File: src/rtl/core/markup_tag_content_extractor_assert.svh
// assertion macros for the markup tag content extractor
`ifndef MARKUP_TAG_CONTENT_EXTRACTOR_ASSERT_SVH
`define MARKUP_TAG_CONTENT_EXTRACTOR_ASSERT_SVH

// same-cycle implication, disabled in reset
`define MTCE_ASSERT_NOW(label, ante, cons, msg) \
  label: assert property (@(posedge clk) disable iff (rst) (ante) |-> (cons)) \
    else $error(msg);

// next-cycle implication, disabled in reset
`define MTCE_ASSERT_NEXT(label, ante, cons, msg) \
  label: assert property (@(posedge clk) disable iff (rst) (ante) |=> (cons)) \
    else $error(msg);

`endif

File: src/rtl/core/mtce_pkg.sv
// shared types and constants of the markup tag content extractor
`timescale 1ns / 1ps
`default_nettype none

package mtce_pkg;

  localparam int STACK_DEPTH_DEF = 16;
  localparam int NAME_COUNT_DEF  = 8;
  localparam int NAME_BYTES_DEF  = 6;

  localparam int NAME_W      = 48;
  localparam int CFG_INDEX_W = 4;
  localparam int TAG_W       = 3;

  localparam logic [7:0] CH_LT     = 8'h3C;
  localparam logic [7:0] CH_GT     = 8'h3E;
  localparam logic [7:0] CH_SLASH  = 8'h2F;
  localparam logic [7:0] CH_QUOTE  = 8'h22;
  localparam logic [7:0] CH_BSLASH = 8'h5C;
  localparam logic [7:0] CH_SPACE  = 8'h20;
  localparam logic [7:0] CH_NL     = 8'h0A;

  // title, h1 .. h6, p
  localparam logic [NAME_W-1:0] NAME_RESET [8] = '{
    48'd435611265396, 48'd12648, 48'd12904, 48'd13160,
    48'd13416, 48'd13672, 48'd13928, 48'd112
  };

  typedef struct packed {
    logic             overflowed;
    logic [7:0]       content_byte;
    logic [TAG_W-1:0] tag_index;
  } result_t;

endpackage

`default_nettype wire

File: src/rtl/core/mtce_ram.sv
// generic single-port-write, registered-read ram
`timescale 1ns / 1ps
`default_nettype none

module mtce_ram #(
  parameter int WIDTH = 8,
  parameter int DEPTH = 16,
  localparam int AW = (DEPTH > 1) ? $clog2(DEPTH) : 1
) (
  input  wire logic             clk,
  input  wire logic             we,
  input  wire logic [AW-1:0]    waddr,
  input  wire logic [WIDTH-1:0] wdata,
  input  wire logic [AW-1:0]    raddr,
  output logic      [WIDTH-1:0] rdata
);

  logic [WIDTH-1:0] mem [DEPTH];

  always_ff @(posedge clk) begin
    if (we) begin
      mem[waddr] <= wdata;
    end
    rdata <= mem[raddr];
  end

endmodule

`default_nettype wire

File: src/rtl/core/markup_tag_content_extractor.sv
// markup tag content extractor top level
`timescale 1ns / 1ps
`default_nettype none

// Takes one document byte per cycle on the s_axis side and passes out the
// text found inside any of NAME_COUNT configured elements, tagged in tuser
// with the index of the innermost open one; a '<' inside such text comes
// out as a newline. Every byte is parsed in the cycle it is accepted and
// its result, if any, is registered at the output, or in the skid entry if
// that stalls, so the block sustains one byte per clock. A two-entry
// output buffer lets it keep taking bytes while one result waits; it
// stalls only when both are full. The nesting stack lives in a ram with
// the top entry and the one below it held in registers. No clearing pass
// follows reset. The user must write names through the cfg port only
// while the stream is idle; the block does not enforce it. The tlast byte
// resets parser and stack, keeping names and the sticky overflow flag.

module markup_tag_content_extractor #(
  parameter int STACK_DEPTH = mtce_pkg::STACK_DEPTH_DEF,
  parameter int NAME_COUNT  = mtce_pkg::NAME_COUNT_DEF,
  parameter int NAME_BYTES  = mtce_pkg::NAME_BYTES_DEF
) (
  input  wire logic                            clk,
  input  wire logic                            rst,
  input  wire logic                            s_axis_tvalid,
  output logic                                 s_axis_tready,
  input  wire logic [7:0]                      s_axis_tdata,  // in_byte
  input  wire logic                            s_axis_tlast,  // end_of_document
  output logic                                 m_axis_tvalid,
  input  wire logic                            m_axis_tready,
  output logic [15:0]                          m_axis_tdata,  // content_byte, nesting_overflowed
  output logic [mtce_pkg::TAG_W-1:0]           m_axis_tuser,  // tag_index
  input  wire logic                            cfg_valid,
  output logic                                 cfg_ready,
  input  wire logic [mtce_pkg::CFG_INDEX_W-1:0] cfg_index,
  input  wire logic [mtce_pkg::NAME_W-1:0]     cfg_data
);

  import mtce_pkg::*;

  localparam int IDX_W = (NAME_COUNT > 1) ? $clog2(NAME_COUNT) : 1;
  localparam int POS_W = $clog2(NAME_BYTES + 1);
  localparam int LVL_W = $clog2(STACK_DEPTH + 1);
  localparam int AW    = (STACK_DEPTH > 1) ? $clog2(STACK_DEPTH) : 1;

  typedef enum logic [2:0] {
    MODE_TEXT,
    MODE_FIRST,
    MODE_OPEN_NAME,
    MODE_END_NAME,
    MODE_SKIP,
    MODE_STRING
  } mode_t;

  function automatic mode_t skip_mode(logic [7:0] c);
    mode_t m;
    if (c == CH_GT) begin
      m = MODE_TEXT;
    end else if (c == CH_QUOTE) begin
      m = MODE_STRING;
    end else begin
      m = MODE_SKIP;
    end
    return m;
  endfunction

  function automatic logic [7:0] name_byte(logic [NAME_W-1:0] nm, logic [POS_W-1:0] pos);
    logic [7:0] r;
    r = '0;
    for (int b = 0; b < NAME_BYTES; b++) begin
      if (pos == POS_W'(b)) begin
        r = nm[8*b +: 8];
      end
    end
    return r;
  endfunction

  logic [NAME_W-1:0]     tag_name [NAME_COUNT];
  mode_t                 mode, mode_next;
  logic [POS_W-1:0]      pos, pos_next;
  logic [NAME_COUNT-1:0] cand, cand_next;
  logic                  close_cand, close_next;
  logic                  saw_slash, slash_next;
  logic [LVL_W-1:0]      level, level_next;
  logic                  overflow_seen, ovf_next;
  logic [IDX_W-1:0]      top_idx, top_next;
  logic [IDX_W-1:0]      under_idx;

  logic                  accept, emit, push, hit, is_sep, pos_full;
  logic [IDX_W-1:0]      hit_idx;
  logic [7:0]            c;
  logic [7:0]            byte_at [NAME_COUNT];
  logic [NAME_COUNT-1:0] ends_at, match_at;
  result_t               res, skid;
  logic                  skid_valid;
  logic                  res_valid;
  result_t               out_res;

  assign accept        = s_axis_tvalid && s_axis_tready;
  assign s_axis_tready = !skid_valid;
  assign cfg_ready     = 1'b1;
  assign c             = s_axis_tdata;
  assign is_sep        = (c == CH_SPACE) || (c == CH_GT);
  assign pos_full      = (pos >= POS_W'(NAME_BYTES));

  always_comb begin
    for (int t = 0; t < NAME_COUNT; t++) begin
      byte_at[t]  = name_byte(tag_name[t], pos);
      ends_at[t]  = pos_full || (byte_at[t] == 8'd0);
      match_at[t] = (byte_at[t] == c);
    end
  end

  always_comb begin
    hit     = 1'b0;
    hit_idx = '0;
    for (int t = 0; t < NAME_COUNT; t++) begin
      if (!hit && cand[t] && ends_at[t]) begin
        hit     = 1'b1;
        hit_idx = IDX_W'(t);
      end
    end
  end

  always_comb begin
    mode_next  = mode;
    pos_next   = pos;
    cand_next  = cand;
    close_next = close_cand;
    slash_next = saw_slash;
    level_next = level;
    top_next   = top_idx;
    ovf_next   = overflow_seen;
    push       = 1'b0;
    emit       = 1'b0;
    unique case (mode)
      MODE_TEXT: begin
        emit = (level != '0);
        if (c == CH_LT) begin
          mode_next  = MODE_FIRST;
          pos_next   = '0;
          cand_next  = '1;
          close_next = 1'b0;
        end
      end
      MODE_FIRST, MODE_OPEN_NAME: begin
        if (mode == MODE_FIRST && c == CH_SLASH) begin
          if (level != '0) begin
            mode_next  = MODE_END_NAME;
            close_next = 1'b1;
            pos_next   = '0;
          end else begin
            mode_next = MODE_SKIP;
          end
        end else if (is_sep) begin
          if (hit) begin
            if (level < LVL_W'(STACK_DEPTH)) begin
              push       = 1'b1;
              level_next = level + LVL_W'(1);
              top_next   = hit_idx;
            end else begin
              ovf_next = 1'b1;
            end
          end
          mode_next = skip_mode(c);
        end else if (pos_full) begin
          cand_next = '0;
          mode_next = MODE_OPEN_NAME;
        end else begin
          cand_next = cand & match_at;
          pos_next  = pos + POS_W'(1);
          mode_next = MODE_OPEN_NAME;
        end
      end
      MODE_END_NAME: begin
        if (level == '0) begin
          mode_next = skip_mode(c);
        end else if (is_sep) begin
          if (close_cand && ends_at[top_idx]) begin
            level_next = level - LVL_W'(1);
            top_next   = under_idx;
          end
          mode_next = skip_mode(c);
        end else if (pos_full || !match_at[top_idx]) begin
          close_next = 1'b0;
          mode_next  = skip_mode(c);
        end else begin
          pos_next = pos + POS_W'(1);
        end
      end
      MODE_STRING: begin
        if (saw_slash) begin
          slash_next = 1'b0;
        end else if (c == CH_BSLASH) begin
          slash_next = 1'b1;
        end else if (c == CH_QUOTE) begin
          mode_next = MODE_SKIP;
        end
      end
      default: begin
        mode_next = skip_mode(c);
      end
    endcase
    if (s_axis_tlast) begin
      mode_next  = MODE_TEXT;
      pos_next   = '0;
      cand_next  = '1;
      close_next = 1'b0;
      slash_next = 1'b0;
      level_next = '0;
    end
  end

  assign res.tag_index    = TAG_W'(top_idx);
  assign res.content_byte = (c == CH_LT) ? CH_NL : c;
  assign res.overflowed   = overflow_seen;
  assign res_valid        = accept && emit;

  mtce_ram #(
    .WIDTH (IDX_W),
    .DEPTH (STACK_DEPTH)
  ) u_stack (
    .clk   (clk),
    .we    (accept && push),
    .waddr (AW'(level)),
    .wdata (hit_idx),
    .raddr (AW'(accept ? level_next - LVL_W'(2) : level - LVL_W'(2))),
    .rdata (under_idx)
  );

  always_ff @(posedge clk) begin
    if (rst) begin
      for (int t = 0; t < NAME_COUNT; t++) begin
        tag_name[t] <= NAME_RESET[t];
      end
      mode          <= MODE_TEXT;
      pos           <= '0;
      cand          <= '1;
      close_cand    <= 1'b0;
      saw_slash     <= 1'b0;
      level         <= '0;
      overflow_seen <= 1'b0;
      m_axis_tvalid <= 1'b0;
      skid_valid    <= 1'b0;
    end else begin
      if (cfg_valid && cfg_ready && cfg_index < CFG_INDEX_W'(NAME_COUNT)) begin
        tag_name[cfg_index[IDX_W-1:0]] <= cfg_data;
      end
      if (accept) begin
        mode          <= mode_next;
        pos           <= pos_next;
        cand          <= cand_next;
        close_cand    <= close_next;
        saw_slash     <= slash_next;
        level         <= level_next;
        overflow_seen <= ovf_next;
        top_idx       <= top_next;
      end
      if (!m_axis_tvalid || m_axis_tready) begin
        m_axis_tvalid <= skid_valid || res_valid;
        out_res       <= skid_valid ? skid : res;
        skid_valid    <= 1'b0;
      end else if (res_valid) begin
        skid       <= res;
        skid_valid <= 1'b1;
      end
    end
  end

  assign m_axis_tdata = {7'd0, out_res.overflowed, out_res.content_byte};
  assign m_axis_tuser = out_res.tag_index;

`include "markup_tag_content_extractor_assert.svh"

  `MTCE_ASSERT_NOW(a_skid_behind_main, skid_valid, m_axis_tvalid, "skid holds an item ahead of output")
  `MTCE_ASSERT_NEXT(a_last_idles, accept && s_axis_tlast, level == '0 && mode == MODE_TEXT, "tlast did not idle")
  `MTCE_ASSERT_NEXT(a_overflow_sticky, overflow_seen, overflow_seen, "overflow flag cleared")
  `MTCE_ASSERT_NOW(a_emit_needs_open, res_valid, level != '0 && mode == MODE_TEXT, "content with no open element")

endmodule

`default_nettype wire

File: config.mk
export PLATFORM = sky130hd
export DESIGN_NAME = markup_tag_content_extractor
export DESIGN_NICKNAME = d
export VERILOG_FILES = /design/src/rtl/core/mtce_pkg.sv /design/src/rtl/core/mtce_ram.sv /design/src/rtl/core/markup_tag_content_extractor.sv
export VERILOG_INCLUDE_DIRS = /design/src /design/src/rtl/core
export SDC_FILE = /design/constraint.sdc
export NUM_CORES = 1
export LEC_CHECK = 0
export BUFFER_PORTS_ARGS = -buffer_cell sky130_fd_sc_hd__buf_2
export CAP_MARGIN = 20
export CORE_ASPECT_RATIO = 1.2
export CORE_MARGIN = 2
export CORE_UTILIZATION = 50
export CTS_BUF_LIST = sky130_fd_sc_hd__clkbuf_16
export CTS_CLUSTER_SIZE = 8
export DETAILED_ROUTE_END_ITERATION = 6
export PLACE_DENSITY = 0.68
export SYNTH_ARGS = -nofsm -noshare
export SYNTH_HDL_FRONTEND = slang
export SYNTH_SLANG_ARGS = --single-unit
File: constraint.sdc
create_clock -name clk -period 7.5 [get_ports clk]
set_input_delay 0.375 -clock clk [delete_from_list [all_inputs] [get_ports clk]]
set_output_delay 0.375 -clock clk [all_outputs]
set_load 0.01 [all_outputs]
==> impl_metrics.json <==
{
  "ctsHoldBuffers": 0,
  "p_per_area_nw_per_um2": 241.7,
  "cts_tree": "yes",
  "via_per_inst": 6.250,
  "die_y_um": 242.7,
  "ys_ff_latch": 486,
  "synth_cells": 1944,
  "yosysSeqAreaShare_pct": 60.35,
  "irDropWorstVdd_v": 0.0001916,
  "wl_per_cell_um": 28.51,
  "max_freq_mhz": 159.2,
  "layout_worst_path_cycle_share_pct": 83.74,
  "grt.total_usage_pct": 30.87,
  "drt_iter0_markers": 1825,
  "dp.cells": 2528,
  "multi_input_area_um2": 8601,
  "hp-class": "in -> reg",
  "grt_max_degree": 83,
  "htreeDepth": 3,
  "grt_pass1_wl_um": 109500,
  "power.leakage_nw": 9.331,
  "critPathMaxFanout": 43,
  "nNetsFinal": 2054,
  "clk_pin_slew_ns": 0.06,
  "dp_hpwl_um": 49710,
  "io_pins": 88,
  "grt_antenna_before_repair": 5,
  "syn_avg_cell_area_um2": 12.21,
  "final_cell_mix": "459 x edfxtp_1, 329 x and2_1, 115 x nand2_1",
  "total_power_w": 0.006409,
  "cts_resized": 0,
  "synthesis.area_um2": 23730,
  "firstDrtPassIters": 6,
  "final_common_cell": "edfxtp_1",
  "yosys_warnings": 0,
  "place_congestion": 0.9413,
  "final_max_slew_viol_count": 0,
  "synth-compound-area-share_pct": 10.42,
  "root_buffer": "clkbuf_16",
  "die_area_um2": 49230,
  "async_reset_ff_share_pct": 0,
  "numCtsBuffers": 70,
  "n_fill_cell": 3919,
  "synth_cell_types": 70,
  "start_util_pct": 50.59,
  "routed_wl_um": 74860,
  "synthXorXnorAreaFrac_pct": 2.504,
  "tightest_slew_ns": 1.132,
  "grt_pass1_vias": 16064,
  "critPathKind": "reg -> reg",
  "cp-start-kind": "flop",
  "synth-simple-area-share_pct": 20.10,
  "ff_latch_area_um2": 14320,
  "io_buffers": 79,
  "synth_mux_area_share_pct": 2.161,
  "slew_headroom_pct": 24.54,
  "area_growth_pct": 11.71,
  "layout_min_cycle_time_ns": 6.281,
  "setup_violations": 0,
  "skew_ns": 0.02007,
  "status": "finished, final reports clean",
  "synth_top_family_by_area": "simple AND/OR/NAND/NOR gates",
  "synth_flop_cell": "edfxtp_1",
  "rsz0062_at_grt": "no",
  "finalHoldViolCount": 0,
  "coreArea_um2": 46920,
  "row_count": 87,
  "maxCapViolations": 0,
  "finalSetupTns_ns": 0,
  "holdWs_ns": 0.1358,
  "arrival_ns": 6.73,
  "cp-end-kind": "flop",
  "cts_buffer_depth": 3,
  "synth_fa_ha_area_share_pct": 0.5272,
  "layout-drive-gt1-share_pct": 12.84,
  "vias": 16413,
  "cts_setup_buffers": 0,
  "ant_nets": 0,
  "synth-edff-count": 459,
  "die_w_um": 202.9,
  "critPathRequiredTime_ns": 7.94,
  "route.detailed.drc": 0,
  "stdcell_count": 2626,
  "clock-sinks": 486,
  "clk-insertion-delay-late_ns": 0.60,
  "gr-total-overflow": 0
}
-- power breakdown --
part	total (W)	switching, W	internal [W]	leakage (nW)
clock	0.00285	0.00111	0.00174	1.02
sequential	0.00314	0.0000457	0.00310	4.69
combinational	0.000415	0.000284	0.000130	3.62
-- synth_stat cells, drive strengths merged (20+ instances only) --
cell / instances / area share [%]
a211oi: 44 / 1.4
and3b: 79 / 2.9
inv: 38 / 0.60
a21oi: 90 / 1.9
nor3: 20 / 0.42
dfxtp: 27 / 2.3
o21ai: 57 / 1.2
nand4: 20 / 0.55
nand3b: 31 / 0.98
o32a: 39 / 1.6
or3: 40 / 1.1
a221oi: 44 / 1.7
nand2b: 37 / 0.98
edfxtp: 459 / 58
nor2: 48 / 0.76
nand2: 115 / 1.8
buf: 61 / 1.7
xnor2: 65 / 2.4
clkbuf: 99 / 1.6
o22ai: 39 / 1.0
nor4: 20 / 0.53
and2: 329 / 8.7
-- metal layers --
layer	routed length [um]	track usage, %	vias up	share of wire (%)
li1	-	-	7239	-
met5	12	0	-	0.016
met4	5760	21.64	2	7.7
met2	36570	50.96	822	49
met3	4955	4.041	191	6.6
met1	27560	37.58	8159	37
-- cell families after synthesis --
kind of cell	count (synthesis)
AO/OA/AOI/OAI	356
other	2
XOR/XNOR	67
buffers and inverters	199
adder cells (fa/ha/maj)	10
AND/OR/NAND/NOR	792
multiplexers	32
flip-flops	486
-- sequential cells by signal (all words and copies together) (netlist names), 3 cells and up --
signal,cells
tag_name,384
u_stack.mem,48
skid,12
m_axis_tdata,9
cand,8
level,5
m_axis_tuser,3
mode,3
pos,3
top_idx,3
u_stack.rdata,3
-- layout make-up --
type | instances | area share, %
antenna | 2 | 0.01888
clock buffer | 74 | 6.984
clock inverter | 21 | 0.3822
inverter | 39 | 0.5521
multi-input combinational | 1265 | 32.44
sequential | 486 | 54.02
tap | 623 | 2.940
timing repair buffer | 116 | 2.662
-- stage by stage --
step | utilization (%) | setup WS [ns] | instance area (um^2)
3_5_place_dp | 52.28 | 1.344 | 24530
2_1_floorplan | - | 2.716 | 23760
3_3_place_gp | 52.24 | 1.538 | 24510
5_1_grt | 56.51 | 0.7507 | 26510
4_1_cts | 56.44 | 1.258 | 26480
6_report | 56.51 | 1.219 | 26510
-- path summary, 6_finish.rpt --
kind / start / end / slack, ns / cells after the start
hold reg to reg: cand[4] / cand[4] / 0.48 / 2
setup reg to reg: pos[2] / u_stack.rdata[0] / 1.22 / 19
setup / recovery: pos[2] / u_stack.rdata[0] / 1.22 / 19
hold / removal: m_axis_tready / skid_valid / 0.14 / 3
-- critical path, cell delays in order (launching register included) --
cell and delay, ns:
dfxtp_1 0.31, inv_2 0.04, buf_4 0.44, ha_1 0.37
or2_1 0.81, buf_4 0.40, a211oi_1 0.11, o32a_1 0.36
nand4_1 0.14, o21ai_0 0.16, a22oi_1 0.39, nand4_2 0.25
nand4_1 0.34, nor2_1 0.12, o31ai_1 0.26, a22oi_1 0.17
ha_1 0.66, mux4_2 0.39, nor3b_1 0.15, nand4b_1 0.23
Power figures use the tool's default switching activity.
